[src/hw/rtl/mqdr_pkg.sv]
// Shared types, sizes, codes and helpers of the multi-queue drain and redistribute bank.
`default_nettype none

package mqdr_pkg;

   // Bank geometry.
   localparam int NUM_QUEUES  = 8;
   localparam int QUEUE_DEPTH = 16;
   localparam int ID_WIDTH    = 16;

   // Derived widths.
   localparam int QW    = $clog2(NUM_QUEUES);
   localparam int PTR_W = $clog2(QUEUE_DEPTH);
   localparam int CNT_W = $clog2(QUEUE_DEPTH + 1);
   localparam int AW    = $clog2(NUM_QUEUES * QUEUE_DEPTH);

   // Port widths fixed by the interface.
   localparam int FUNC_W  = 2;
   localparam int IDX_W   = 3;
   localparam int CID_W   = 16;
   localparam int STAT_W  = 2;
   localparam int CFG_W   = 4;

   // Width used to compare queue indexes against the active count.
   localparam int CMP_W = 8;

   localparam logic [CFG_W-1:0] ACTIVE_RESET = 4'd8;

   // Operation codes.
   localparam logic [FUNC_W-1:0] FUNC_ENQ   = 2'd0;
   localparam logic [FUNC_W-1:0] FUNC_CLOSE = 2'd1;
   localparam logic [FUNC_W-1:0] FUNC_SERVE = 2'd2;

   // Status codes.
   localparam logic [STAT_W-1:0] STAT_OK      = 2'd0;
   localparam logic [STAT_W-1:0] STAT_INVALID = 2'd1;
   localparam logic [STAT_W-1:0] STAT_EMPTY   = 2'd2;
   localparam logic [STAT_W-1:0] STAT_FULL    = 2'd3;

   // Per-queue descriptor.
   typedef struct packed {
      logic [PTR_W-1:0] head;
      logic [PTR_W-1:0] tail;
      logic [CNT_W-1:0] count;
   } desc_type;

   // Sequencer states.
   typedef enum logic [2:0] {
      SEQ_IDLE,
      SEQ_DESC,
      SEQ_POP,
      SEQ_SCAN,
      SEQ_MOVE,
      SEQ_WB
   } state_type;

   // Advance a slot pointer with wrap at the queue depth.
   function automatic logic [PTR_W-1:0] ptr_inc(input logic [PTR_W-1:0] p);
      logic [PTR_W-1:0] r;
      if (p == PTR_W'(QUEUE_DEPTH - 1)) begin
         r = '0;
      end else begin
         r = p + 1'b1;
      end
      return r;
   endfunction

   // Flat entry store address of one slot of one queue.
   function automatic logic [AW-1:0] entry_addr(input logic [QW-1:0] q,
                                                input logic [PTR_W-1:0] p);
      return AW'(AW'(q) * AW'(QUEUE_DEPTH)) + AW'(p);
   endfunction

endpackage

`default_nettype wire

[src/hw/rtl/multi_queue_drain_redistribute_top.sv]
// Top level: operation sequencer around the descriptor and entry stores.
//
//   Channel   Ports                                        Transfer
//   request   start, busy, req_func, req_queue_index,      start && !busy
//             req_client_id
//   response  rsp_valid, rsp_status, rsp_served_id,        rsp_valid (one cycle)
//             rsp_queue_empty
//   config    csr_wr_en, csr_wr_data                       csr_wr_en
//
// Enqueue, an invalid index, an undefined code, a refused close and a close or serve of
// an empty queue end in the descriptor state; other serves add an entry read state.
// Any other close visits the active queues in passes: a scan and a move state for each
// other active queue, the move waiting on its descriptor read, and a scan state for
// the closed queue itself. The result is registered and shows in the cycle after the
// last state of work, and busy is high from the transfer until then.
// Reset is synchronous; no clearing pass is needed.
`default_nettype none

module multi_queue_drain_redistribute_top (
   input  wire logic                            clock,
   input  wire logic                            reset,
   input  wire logic                            start,
   output logic                                 busy,
   input  wire logic [mqdr_pkg::FUNC_W-1:0]     req_func,
   input  wire logic [mqdr_pkg::IDX_W-1:0]      req_queue_index,
   input  wire logic [mqdr_pkg::CID_W-1:0]      req_client_id,
   output logic                                 rsp_valid,
   output logic      [mqdr_pkg::STAT_W-1:0]     rsp_status,
   output logic      [mqdr_pkg::CID_W-1:0]      rsp_served_id,
   output logic                                 rsp_queue_empty,
   input  wire logic                            csr_wr_en,
   input  wire logic [mqdr_pkg::CFG_W-1:0]      csr_wr_data
);
   import mqdr_pkg::*;

   state_type              state_ff, state_in;
   logic [CFG_W-1:0]       active_ff;
   logic [CMP_W-1:0]       live;

   logic [FUNC_W-1:0]      func_ff, func_in;
   logic [QW-1:0]          q_ff, q_in;
   logic                   idx_ok_ff, idx_ok_in;
   logic [ID_WIDTH-1:0]    id_ff, id_in;
   desc_type               qdesc_ff, qdesc_in;
   logic [QW-1:0]          scan_ff, scan_in;
   logic                   moved_ff, moved_in;
   logic [STAT_W-1:0]      stat_ff, stat_in;

   logic                   rsp_valid_ff, rsp_valid_in;
   logic [STAT_W-1:0]      rsp_status_ff, rsp_status_in;
   logic [CID_W-1:0]       rsp_served_id_ff, rsp_served_id_in;
   logic                   rsp_queue_empty_ff, rsp_queue_empty_in;

   logic                   desc_rd_en, desc_wr_en;
   logic [QW-1:0]          desc_rd_addr, desc_wr_addr;
   desc_type               desc_rd_data, desc_wr_data;

   logic                   entry_rd_en, entry_wr_en;
   logic [AW-1:0]          entry_rd_addr, entry_wr_addr;
   logic [ID_WIDTH-1:0]    entry_rd_data, entry_wr_data;

   // Storage.
   mqdr_desc_ram u_desc (
      .clock   (clock),
      .reset   (reset),
      .rd_en   (desc_rd_en),
      .rd_addr (desc_rd_addr),
      .rd_data (desc_rd_data),
      .wr_en   (desc_wr_en),
      .wr_addr (desc_wr_addr),
      .wr_data (desc_wr_data)
   );

   mqdr_entry_ram u_entry (
      .clock   (clock),
      .rd_en   (entry_rd_en),
      .rd_addr (entry_rd_addr),
      .rd_data (entry_rd_data),
      .wr_en   (entry_wr_en),
      .wr_addr (entry_wr_addr),
      .wr_data (entry_wr_data)
   );

   // Active queue count register.
   always_ff @(posedge clock) begin
      if (reset) begin
         active_ff <= ACTIVE_RESET;
      end else if (csr_wr_en) begin
         active_ff <= csr_wr_data;
      end
   end

   // Queues in use, limited to the bank size.
   assign live = (CMP_W'(active_ff) > CMP_W'(NUM_QUEUES)) ? CMP_W'(NUM_QUEUES)
                                                          : CMP_W'(active_ff);

   // Control registers.
   always_ff @(posedge clock) begin
      if (reset) begin
         state_ff     <= SEQ_IDLE;
         rsp_valid_ff <= 1'b0;
      end else begin
         state_ff     <= state_in;
         rsp_valid_ff <= rsp_valid_in;
      end
   end

   // Operation context and result payload.
   always_ff @(posedge clock) begin
      func_ff            <= func_in;
      q_ff               <= q_in;
      idx_ok_ff          <= idx_ok_in;
      id_ff              <= id_in;
      qdesc_ff           <= qdesc_in;
      scan_ff            <= scan_in;
      moved_ff           <= moved_in;
      stat_ff            <= stat_in;
      rsp_status_ff      <= rsp_status_in;
      rsp_served_id_ff   <= rsp_served_id_in;
      rsp_queue_empty_ff <= rsp_queue_empty_in;
   end

   // Sequencer: next state, memory accesses and result.
   always_comb begin
      desc_type               d;
      logic                   moved_now;
      logic [CNT_W-1:0]       cnt_now;
      logic                   last;

      d         = desc_rd_data;
      moved_now = moved_ff;
      cnt_now   = qdesc_ff.count;
      last      = (CMP_W'(scan_ff) == (live - CMP_W'(1)));

      state_in           = state_ff;
      func_in            = func_ff;
      q_in               = q_ff;
      idx_ok_in          = idx_ok_ff;
      id_in              = id_ff;
      qdesc_in           = qdesc_ff;
      scan_in            = scan_ff;
      moved_in           = moved_ff;
      stat_in            = stat_ff;
      rsp_valid_in       = 1'b0;
      rsp_status_in      = rsp_status_ff;
      rsp_served_id_in   = rsp_served_id_ff;
      rsp_queue_empty_in = rsp_queue_empty_ff;

      desc_rd_en    = 1'b0;
      desc_rd_addr  = q_ff;
      desc_wr_en    = 1'b0;
      desc_wr_addr  = q_ff;
      desc_wr_data  = qdesc_ff;
      entry_rd_en   = 1'b0;
      entry_rd_addr = entry_addr(q_ff, qdesc_ff.head);
      entry_wr_en   = 1'b0;
      entry_wr_addr = entry_addr(q_ff, d.tail);
      entry_wr_data = id_ff;

      unique case (state_ff)
         SEQ_IDLE: begin
            // Take the request and fetch the addressed descriptor.
            if (start) begin
               func_in      = req_func;
               q_in         = QW'(req_queue_index);
               idx_ok_in    = (CMP_W'(req_queue_index) < live);
               id_in        = ID_WIDTH'(req_client_id);
               desc_rd_en   = 1'b1;
               desc_rd_addr = QW'(req_queue_index);
               state_in     = SEQ_DESC;
            end
         end

         SEQ_DESC: begin
            rsp_served_id_in = '0;
            if (!idx_ok_ff) begin
               rsp_valid_in       = 1'b1;
               rsp_status_in      = STAT_INVALID;
               rsp_queue_empty_in = 1'b0;
               state_in           = SEQ_IDLE;
            end else begin
               unique case (func_ff)
                  FUNC_ENQ: begin
                     rsp_valid_in       = 1'b1;
                     rsp_queue_empty_in = 1'b0;
                     state_in           = SEQ_IDLE;
                     if (d.count == CNT_W'(QUEUE_DEPTH)) begin
                        rsp_status_in = STAT_FULL;
                     end else begin
                        entry_wr_en        = 1'b1;
                        entry_wr_addr      = entry_addr(q_ff, d.tail);
                        entry_wr_data      = id_ff;
                        desc_wr_en         = 1'b1;
                        desc_wr_addr       = q_ff;
                        desc_wr_data.head  = d.head;
                        desc_wr_data.tail  = ptr_inc(d.tail);
                        desc_wr_data.count = d.count + 1'b1;
                        rsp_status_in      = STAT_OK;
                     end
                  end

                  FUNC_SERVE: begin
                     if (d.count == '0) begin
                        rsp_valid_in       = 1'b1;
                        rsp_status_in      = STAT_EMPTY;
                        rsp_queue_empty_in = 1'b1;
                        state_in           = SEQ_IDLE;
                     end else begin
                        // Read the head entry and retire it in the descriptor.
                        entry_rd_en    = 1'b1;
                        entry_rd_addr  = entry_addr(q_ff, d.head);
                        qdesc_in.head  = ptr_inc(d.head);
                        qdesc_in.tail  = d.tail;
                        qdesc_in.count = d.count - 1'b1;
                        desc_wr_en     = 1'b1;
                        desc_wr_addr   = q_ff;
                        desc_wr_data   = qdesc_in;
                        state_in       = SEQ_POP;
                     end
                  end

                  FUNC_CLOSE: begin
                     if (live < CMP_W'(2)) begin
                        rsp_valid_in       = 1'b1;
                        rsp_status_in      = STAT_INVALID;
                        rsp_queue_empty_in = (d.count == '0);
                        state_in           = SEQ_IDLE;
                     end else if (d.count == '0) begin
                        rsp_valid_in       = 1'b1;
                        rsp_status_in      = STAT_OK;
                        rsp_queue_empty_in = 1'b1;
                        state_in           = SEQ_IDLE;
                     end else begin
                        // Keep the closed queue's descriptor here during the drain.
                        qdesc_in = d;
                        scan_in  = '0;
                        moved_in = 1'b0;
                        state_in = SEQ_SCAN;
                     end
                  end

                  default: begin
                     rsp_valid_in       = 1'b1;
                     rsp_status_in      = STAT_INVALID;
                     rsp_queue_empty_in = (d.count == '0);
                     state_in           = SEQ_IDLE;
                  end
               endcase
            end
         end

         SEQ_POP: begin
            // Head entry data has arrived.
            rsp_valid_in       = 1'b1;
            rsp_status_in      = STAT_OK;
            rsp_served_id_in   = CID_W'(entry_rd_data);
            rsp_queue_empty_in = (qdesc_ff.count == '0);
            state_in           = SEQ_IDLE;
         end

         SEQ_SCAN: begin
            if (scan_ff == q_ff) begin
               // The closed queue is not a target; step to the next queue or pass, or stop.
               if (last) begin
                  if (!moved_ff) begin
                     stat_in  = STAT_FULL;
                     state_in = SEQ_WB;
                  end else begin
                     scan_in  = '0;
                     moved_in = 1'b0;
                  end
               end else begin
                  scan_in = scan_ff + 1'b1;
               end
            end else begin
               // Fetch the target descriptor and the closed queue's head entry.
               desc_rd_en    = 1'b1;
               desc_rd_addr  = scan_ff;
               entry_rd_en   = 1'b1;
               entry_rd_addr = entry_addr(q_ff, qdesc_ff.head);
               state_in      = SEQ_MOVE;
            end
         end

         SEQ_MOVE: begin
            // Append the head entry to the target unless it is full.
            if (d.count != CNT_W'(QUEUE_DEPTH)) begin
               entry_wr_en        = 1'b1;
               entry_wr_addr      = entry_addr(scan_ff, d.tail);
               entry_wr_data      = entry_rd_data;
               desc_wr_en         = 1'b1;
               desc_wr_addr       = scan_ff;
               desc_wr_data.head  = d.head;
               desc_wr_data.tail  = ptr_inc(d.tail);
               desc_wr_data.count = d.count + 1'b1;
               qdesc_in.head      = ptr_inc(qdesc_ff.head);
               qdesc_in.count     = qdesc_ff.count - 1'b1;
               cnt_now            = qdesc_ff.count - 1'b1;
               moved_now          = 1'b1;
            end
            if (cnt_now == '0) begin
               stat_in  = STAT_OK;
               state_in = SEQ_WB;
            end else if (last) begin
               if (!moved_now) begin
                  stat_in  = STAT_FULL;
                  state_in = SEQ_WB;
               end else begin
                  scan_in  = '0;
                  moved_in = 1'b0;
                  state_in = SEQ_SCAN;
               end
            end else begin
               scan_in  = scan_ff + 1'b1;
               moved_in = moved_now;
               state_in = SEQ_SCAN;
            end
         end

         SEQ_WB: begin
            // Write back the closed queue's descriptor and report.
            desc_wr_en         = 1'b1;
            desc_wr_addr       = q_ff;
            desc_wr_data       = qdesc_ff;
            rsp_valid_in       = 1'b1;
            rsp_status_in      = stat_ff;
            rsp_served_id_in   = '0;
            rsp_queue_empty_in = (qdesc_ff.count == '0);
            state_in           = SEQ_IDLE;
         end

         default: begin
            state_in = SEQ_IDLE;
         end
      endcase
   end

   assign busy            = (state_ff != SEQ_IDLE);
   assign rsp_valid       = rsp_valid_ff;
   assign rsp_status      = rsp_status_ff;
   assign rsp_served_id   = rsp_served_id_ff;
   assign rsp_queue_empty = rsp_queue_empty_ff;

endmodule

`default_nettype wire

[src/hw/rtl/mqdr_entry_ram.sv]
// Entry store: one id per slot of every queue, one write and one read port.
`default_nettype none

module mqdr_entry_ram (
   input  wire logic                           clock,
   input  wire logic                           rd_en,
   input  wire logic [mqdr_pkg::AW-1:0]        rd_addr,
   output logic      [mqdr_pkg::ID_WIDTH-1:0]  rd_data,
   input  wire logic                           wr_en,
   input  wire logic [mqdr_pkg::AW-1:0]        wr_addr,
   input  wire logic [mqdr_pkg::ID_WIDTH-1:0]  wr_data
);
   import mqdr_pkg::*;

   logic [ID_WIDTH-1:0] store_ff [NUM_QUEUES * QUEUE_DEPTH];
   logic [ID_WIDTH-1:0] rd_data_ff;

   // Write port.
   always_ff @(posedge clock) begin
      if (wr_en) begin
         store_ff[wr_addr] <= wr_data;
      end
   end

   // Registered read port.
   always_ff @(posedge clock) begin
      if (rd_en) begin
         rd_data_ff <= store_ff[rd_addr];
      end
   end

   assign rd_data = rd_data_ff;

endmodule

`default_nettype wire

[src/hw/rtl/mqdr_desc_ram.sv]
// Descriptor store: head, tail and count per queue, with valid bits so reset reads as zero.
`default_nettype none

module mqdr_desc_ram (
   input  wire logic                     clock,
   input  wire logic                     reset,
   input  wire logic                     rd_en,
   input  wire logic [mqdr_pkg::QW-1:0]  rd_addr,
   output mqdr_pkg::desc_type            rd_data,
   input  wire logic                     wr_en,
   input  wire logic [mqdr_pkg::QW-1:0]  wr_addr,
   input  wire mqdr_pkg::desc_type       wr_data
);
   import mqdr_pkg::*;

   desc_type                store_ff [NUM_QUEUES];
   logic [NUM_QUEUES-1:0]   valid_ff;
   desc_type                rd_data_ff;
   logic                    rd_valid_ff;

   // Write port.
   always_ff @(posedge clock) begin
      if (wr_en) begin
         store_ff[wr_addr] <= wr_data;
      end
   end

   // Valid bits: cleared by reset, set on the first write of an entry.
   always_ff @(posedge clock) begin
      if (reset) begin
         valid_ff <= '0;
      end else if (wr_en) begin
         valid_ff[wr_addr] <= 1'b1;
      end
   end

   // Registered read port; an entry never written reads as all zero.
   always_ff @(posedge clock) begin
      if (rd_en) begin
         rd_data_ff <= store_ff[rd_addr];
      end
   end

   always_ff @(posedge clock) begin
      if (reset) begin
         rd_valid_ff <= 1'b0;
      end else if (rd_en) begin
         rd_valid_ff <= valid_ff[rd_addr];
      end
   end

   assign rd_data = rd_valid_ff ? rd_data_ff : '0;

endmodule

`default_nettype wire

[config.mk]
export PLATFORM = sky130hd
export DESIGN_NAME = multi_queue_drain_redistribute_top
export DESIGN_NICKNAME = d
export VERILOG_FILES = /design/src/hw/rtl/mqdr_pkg.sv /design/src/hw/rtl/multi_queue_drain_redistribute_top.sv /design/src/hw/rtl/mqdr_entry_ram.sv /design/src/hw/rtl/mqdr_desc_ram.sv
export SDC_FILE = /design/constraint.sdc
export NUM_CORES = 2
export LEC_CHECK = 0
export ABC_AREA = 1
export BUFFER_PORTS_ARGS = -buffer_cell sky130_fd_sc_hd__buf_2
export CORE_ASPECT_RATIO = 1.5
export CORE_MARGIN = 5
export CORE_UTILIZATION = 35
export DETAILED_ROUTE_END_ITERATION = 10
export PLACE_DENSITY = 0.59
export REMOVE_ABC_BUFFERS = 1
export SLEW_MARGIN = 20
export SYNTH_ARGS = -nofsm -noshare
export SYNTH_HDL_FRONTEND = slang
export SYNTH_SLANG_ARGS = --single-unit
[constraint.sdc]
create_clock -name clock -period 19.6 [get_ports clock]
set_input_delay 2.94 -clock clock [delete_from_list [all_inputs] [get_ports clock]]
set_output_delay 2.94 -clock clock [all_outputs]
set_load 0.01 [all_outputs]
After elaboration in Yosys (flattened, before gate mapping)
Memory sizes are Yosys's and may differ from the RTL's. A register that Yosys moved wholly into a read port is not among the register bits.
Cells that the tools add are included.
- $add $sub $neg: 12
- multiply operators: 0
- divide/modulo/power cells: 0
- magnitude comparators: 6
- eq/ne operators: 37
- shift-type cells: 0
- muxes and demuxes: 117
- bitwise operators: 1
- reductions and logical operators: 25
- operator list (kind ; count):
    13-bit two-way mux ; 8
    13-bit one-hot mux with 2 select lines ; 3
    3-bit two-way mux ; 21
    7-bit two-way mux ; 6
    1-bit two-way mux ; 33
    16-bit two-way mux ; 2
    16-bit one-hot mux with 2 select lines ; 1
    2-bit two-way mux ; 15
    7-bit by 4-bit adder with 7-bit output ; 4
    3-bit inequality test (second input constant) ; 8
    2-bit inequality test (second input constant) ; 11
    4-bit two-way mux ; 5
    9-bit AND reduction ; 2
    5-bit zero test ; 3
    1-bit one-hot mux with 2 select lines ; 7
    4-bit by 1-bit adder with 4-bit output (second input constant) ; 3
    4-bit equality test (second input constant) ; 3
    2-bit one-hot mux with 3 select lines ; 2
    3-bit one-hot mux with 4 select lines ; 1
    6-bit AND reduction ; 2
    5-bit two-way mux ; 2
    5-bit inequality test (second input constant) ; 2
    5-bit one-hot mux with 2 select lines ; 1
    5-bit AND reduction ; 2
    36 further kinds ; 51
- bits in registers: 77
- bits in latches: 0
- memory bits (writable): 2152
- bits in read-only memories: 0
- input port bits: 29
- logic and storage cells: 218
- memories: 2
- memories (name ; words ; bits a word ; rd ports ; clocked after Yosys merged registers in ; write ports ; RTL line ; source):
    u_entry.store_ff ; 128 ; 16 ; 1 ; 1 ; 1 ; mqdr_entry_ram.sv:15 ; logic [ID_WIDTH-1:0] store_ff [NUM_QUEUES * QUEUE_DEPTH];
    u_desc.store_ff ; 8 ; 13 ; 1 ; 1 ; 1 ; mqdr_desc_ram.sv:16 ; desc_type store_ff [NUM_QUEUES];

Longest topological paths before layout
- depth after elaboration: 9
- gate-level depth with buffers: 22
- gate-level depth less buffers: 18

By module
A second synthesis with hierarchy kept.
- cell total of the unflattened synthesis: 7829
- area, all modules: 92638.8 um2
- by module, submodules not included (module ; instances ; cells an instance ; area an instance (um2)):
    mqdr_entry_ram ; 1 ; 6793 ; 82988.3
    mqdr_desc_ram ; 1 ; 407 ; 4949.7
    multi_queue_drain_redistribute_top ; 1 ; 629 ; 4700.8

Least setup slack after synthesis
No wires, ideal clock.
- path type: reg2reg
- start point: register u_desc.rd_valid_ff
- end point: memory u_entry.store_ff[0][0] (data pin)
- setup time: 1197 ps
- arrival time: 6746 ps
- data required time: 18403 ps
- slack: 11656 ps
- cell stages (with the launch flop): 13
- buffers on the path: 3
- period minus slack after synthesis: 7944 ps
- cells stage by stage: dfxtp_1 -> buf_2 -> nand2_1 -> ha_1 -> nand2_1 -> nor2_2 -> nand2_2 -> inv_2 -> nor2_1 -> inv_1 -> buf_2 -> clkbuf_1 -> o21ai_0
- longest elaborated chain between the ends: 4
- ends and longest elaborated chain (what ; RTL line ; source):
    start: declaration ; mqdr_desc_ram.sv:19 ; logic rd_valid_ff;
    start signal: assignment ; mqdr_desc_ram.sv:48 ; rd_valid_ff <= valid_ff[rd_addr];
    13-bit two-way mux ; mqdr_desc_ram.sv:52 ; assign rd_data = rd_valid_ff ? rd_data_ff : '0;
    5-bit inequality test ; multi_queue_drain_redistribute_top.sv:287 ; if (d.count != CNT_W'(QUEUE_DEPTH)) begin
    16-bit two-way mux ; multi_queue_drain_redistribute_top.sv:287 ;
    16-bit two-way mux ; -- ;
    via entry_wr_data[0] ; multi_queue_drain_redistribute_top.sv:60 ; logic [ID_WIDTH-1:0] entry_rd_data, entry_wr_data;
    end: declaration ; mqdr_entry_ram.sv:15 ;
The timed path passes the listed nets, and every way through them passes these cells.

Worst setup path in the final report
- start point: register func_ff[0]
- end point: register u_entry.rd_data_ff[14], in the netlist u_entry.rd_data[14] (read register of u_entry.store_ff) (data pin)
- longest elaborated chain between the ends: 4
- ends and longest elaborated chain (what ; RTL line ; source):
    start: declaration ; multi_queue_drain_redistribute_top.sv:40 ; logic [FUNC_W-1:0] func_ff, func_in;
    start signal: assignment ; multi_queue_drain_redistribute_top.sv:110 ; func_ff <= func_in;
    2-bit equality test * ; multi_queue_drain_redistribute_top.sv:182 ; unique case (func_ff)
    1-bit two-way mux / 7-bit two-way mux (equally long branches) ; multi_queue_drain_redistribute_top.sv:182 ;
    1-bit two-way mux / 7-bit two-way mux (equally long branches) ; multi_queue_drain_redistribute_top.sv:176 ; if (!idx_ok_ff) begin
    1-bit one-hot mux with 2 select lines / 7-bit two-way mux (equally long branches) ; -- ;
    end: declaration ; mqdr_entry_ram.sv:16 ; logic [ID_WIDTH-1:0] rd_data_ff;
Mark *: on every way between the ends. The rest lies on a longest branch, timed or not.
A chain may end at the register's enable or synchronous reset.

==> impl_metrics.csv <==
group,metric,value,unit
setup_path,reg2reg_to,"u_entry.rd_data[14]",
global_route,gr-total-overflow,0,
synthesis,synth_cell_types,40,
sta,min_period,7.76,ns
synthesis,yosysSeqAreaShare,67.9,%
floorplan,placement_rows,240,
setup_path,critical_path.max_stage_delay,0.99,ns
setup_path,crit_type,"register to register",
clock_tree,cts_setup_buffers,0,
drt,firstDrtPassIters,6,
sta,max_slew_margin,15.6,%
min_path,holdPathStages,2,
power_and_ir_drop,ir_drop,0.0838,mV
global_route,grt_pass1_vias,66952,
drt,vias_per_cell,5.07,
clock_tree,ctsResizeCount,0,
drt,initialDrtViolationCount,6811,
setup_path,cp_top_family,"buffers and inverters",
setup_path,crit_buf_inv,6,
placed_design,port_buffers,49,
clock_tree,cts_tree,"built",
sta,hold_ws,0.463,ns
power_and_ir_drop,p_per_area,91.3,mW/mm^2
synthesis,yosys_warnings,0,
drt,via_count,69051,
clock_tree,postCtsHoldBufs,0,
synthesis,synthCells,9750,
power_and_ir_drop,swShare,24.5,%
clock_tree,numCtsBuffers,201,
sta,rsz0062_at_grt,"no",
power_and_ir_drop,seq_power_share,53.2,%
power_and_ir_drop,power.share.clock,37.9,%
setup_path,worstPathMaxFanout,143,
setup_path,cp.arrival,8.44,ns
placed_design,dp_cells,13260,
clock_tree,clk_root_buffer_cell,"clkbuf_16",
sta,worst_slew_pin_slew,1.27,ns
global_route,grt_max_degree,215,
floorplan,die-width,446,um
min_path,hold_path_end,"u_desc.valid_ff[0]",
synthesis,async_reset_ff_share,0,%
drt,drc,0,
synthesis,synth.avg_cell_area,10.2,um^2
sta,fin_worst_skew,0.0454,ns
clock_tree,clock_latency,0.87,ns
layout,syn_to_final_growth,10.9,%
drt,antenna_left,0,
placed_design,globalplace.congestion,0.850,
setup_path,start_kind,"register",
layout,nFillCells,27595,
setup_path,r2r_cells,18,
synthesis,synthFlopType,"edfxtp_1",
layout,nets,9756,
setup_path,slowest_stage,"buf_4",
floorplan,dieArea,0.296,mm^2
sta,max_freq,129,MHz
run,drv_cap,0,
power_and_ir_drop,p_int,0.00761,W
drt,wire_per_inst,22.2,um
drt,wirelength,302000,um
global_route,antenna_found_initial,11,
power_and_ir_drop,p_comb_share,8.9,%
clock_tree,clk_pin_slew_worst_paths,0.07,ns
min_path,hp-start,"u_desc.valid_ff[0]",
sta,slew_viol_final,0,
synthesis,synth_top_area_cell,"edfxtp_1",
synthesis,ys_top_cells_by_area,"edfxtp_1 68%, nand3_1 11%, nand2_1 8.6%",
clock_tree,clock_tree.buffer_depth,4,
setup_path,ff2ff_setup_slack,11.84,ns
layout,drive_gt1_share,6.10,%
floorplan,coreArea,0.284,mm^2
clock_tree,numClockSinks,2257,
setup_path,cp_data_required_time,20.28,ns
global_route,grt_usage,19.8,%
synthesis,yosysTopAreaCellShare,67.5,%
power_and_ir_drop,p_switching,0.00248,W
setup_path,critPathMostFrequentCell,"nand3_1",
global_route,grt_first_pass_wirelength,442000,um
power_and_ir_drop,p_leak,45.9,nW
setup_path,end_kind,"register",
floorplan,start_util,35.1,%
setup_path,crit_chain,"inv_1, ha_1, inv_1, nor2_1, nand2_2, o21ai_4, buf_4, buf_12, buf_4, buf_4, nand3_1, nand3_1, nand3_1, nand3_1, nand3_1, nand2_1, nand2_1, nand2_1",
layout,fin_cells,13618,
sta,finalSetupViolCount,0,
floorplan,die_h,663,um
sta,timing.final.crit_share,39.6,%
synthesis,syn_area,0.0996,mm^2
sta,hold_viol_final,0,
placed_design,dp_hpwl,175000,um
min_path,min_path_type,"register to register",
synthesis,synth_edf_count,2240,
run_status,status,"completed",
floorplan,io-pin-count,50,
setup_path,r2r-start,"func_ff[0]",
synthesis,ys_ff_latch,2257,
clock_tree,ctsHtreeMaxLevel,4,
logic make-up after synthesis:
group	count (synthesis)	share of synthesized area, %
mux	1	0.0113
fa+ha+maj	15	0.188
xor+xnor	19	0.167
flops	2257	67.9
simple gates	4639	20.2
compound gates	271	1.59
buf+inv	2548	10.0
layout make-up:
type | instances | area (um^2) | area share [%]
Sequential cell | 2257 | 67600 | 61.2
Multi-Input combinational cell | 4945 | 22400 | 20.3
Inverter | 2035 | 7650 | 6.92
Clock buffer | 259 | 5340 | 4.84
Tap cell | 3751 | 4690 | 4.25
Timing Repair Buffer | 272 | 2010 | 1.82
Clock inverter | 96 | 762 | 0.690
Antenna cell | 3 | 7.51 | 0.00680
synthesized netlist by cell type (8+ instances only):
cell and instances:
nand2_1 2271, edfxtp_1 2240, nand3_1 2096, inv_1 2027
buf_2 330, nor2_1 254, o21ai_0 147, clkbuf_1 136
buf_1 44, o21a_1 29, a21oi_1 22, o22ai_1 19
dfxtp_1 17, a31oi_1 16, ha_1 15, o211ai_1 14
xor2_1 11, xnor2_1 8
sequential cells by signal, indices dropped and copies added (netlist names):
signal              flops
active_ff               4
func_ff                 2
id_ff                  16
idx_ok_ff               1
moved_ff                1
q_ff                    3
qdesc_ff               13
rsp_queue_empty         1
rsp_served_id          16
rsp_status              2
rsp_valid               1
scan_ff                 3
stat_ff                 1
state_ff                3
u_desc.rd_data_ff      13
u_desc.rd_valid_ff      1
u_desc.store_ff       104
u_desc.valid_ff         8
u_entry.rd_data        16
u_entry.store_ff     2048
power groups by stage:
| stage | combinational, W | clock [W] | sequential [W] |
|---|---|---|---|
| floorplan | 0.000694 | 0 | 0.00550 |
| global placement | 0.000881 | 0 | 0.00547 |
| detailed placement | 0.000887 | 0 | 0.00547 |
| CTS | 0.000890 | 0.00388 | 0.00537 |
| global route | 0.000952 | 0.00407 | 0.00537 |
| finish | 0.000895 | 0.00383 | 0.00537 |
routing by layer:
layer / GRT usage (%) / wire length [um] / share of wire [%]
met1: 23.6 / 112000 / 37
met2: 34.7 / 151000 / 50
met3: 2.14 / 18600 / 6.2
met4: 11.6 / 20300 / 6.7
met5: 0 / 38 / 0.013
cells in the final DEF (no fill, tap or decap), drive strengths merged, types with 16 or more instances in the layout:
master  instances
nand2        2275
o21ai         152
dfxtp          17
edfxtp       2240
nand3        2096
nor2          255
clkbuf        259
a21oi          22
o22ai          19
clkinv         80
o21a           29
inv          2035
a31oi          16
buf           272
worst reg2reg max path: cells and delay by family (launching register included):
family                     cells  cell delay (ns)
DFF                            1             0.45
and+or+nand+nor               10             1.73
adders and majority gates      1             0.57
buffers and inverters          6             4.13
AOI/OAI and AO/OA              1             0.72
through the flow:
stage	worst slack, ns	setup TNS, ns	utilization, %	total power [W]	area (um^2)
after CTS	12.06	0	38.9	0.0101	110000
after detailed placement	12.08	0	36.7	0.00636	104000
final	11.84	0	38.9	0.0101	110000
after floorplan	-1.43	-22.84	-	0.00620	97300
after global routing	11.51	0	38.9	0.0104	110000
after global placement	12.21	0	36.7	0.00635	104000
how the worst max path moves through the flow:
stage / startpoint / endpoint / cells past startpoint
6_report: func_ff[0] / u_entry.rd_data[14] / 18
5_1_grt: u_desc.rd_valid_ff / u_entry.rd_data[3] / 22
4_1_cts: u_desc.rd_valid_ff / u_entry.rd_data[0] / 22
3_5_place_dp: u_desc.rd_valid_ff / u_entry.rd_data[0] / 22
3_3_place_gp: u_desc.rd_valid_ff / u_entry.rd_data[0] / 22
2_1_floorplan: u_desc.rd_valid_ff / u_entry.rd_data[13] / 16
No activity file was read; power rests on OpenSTA's default activity.
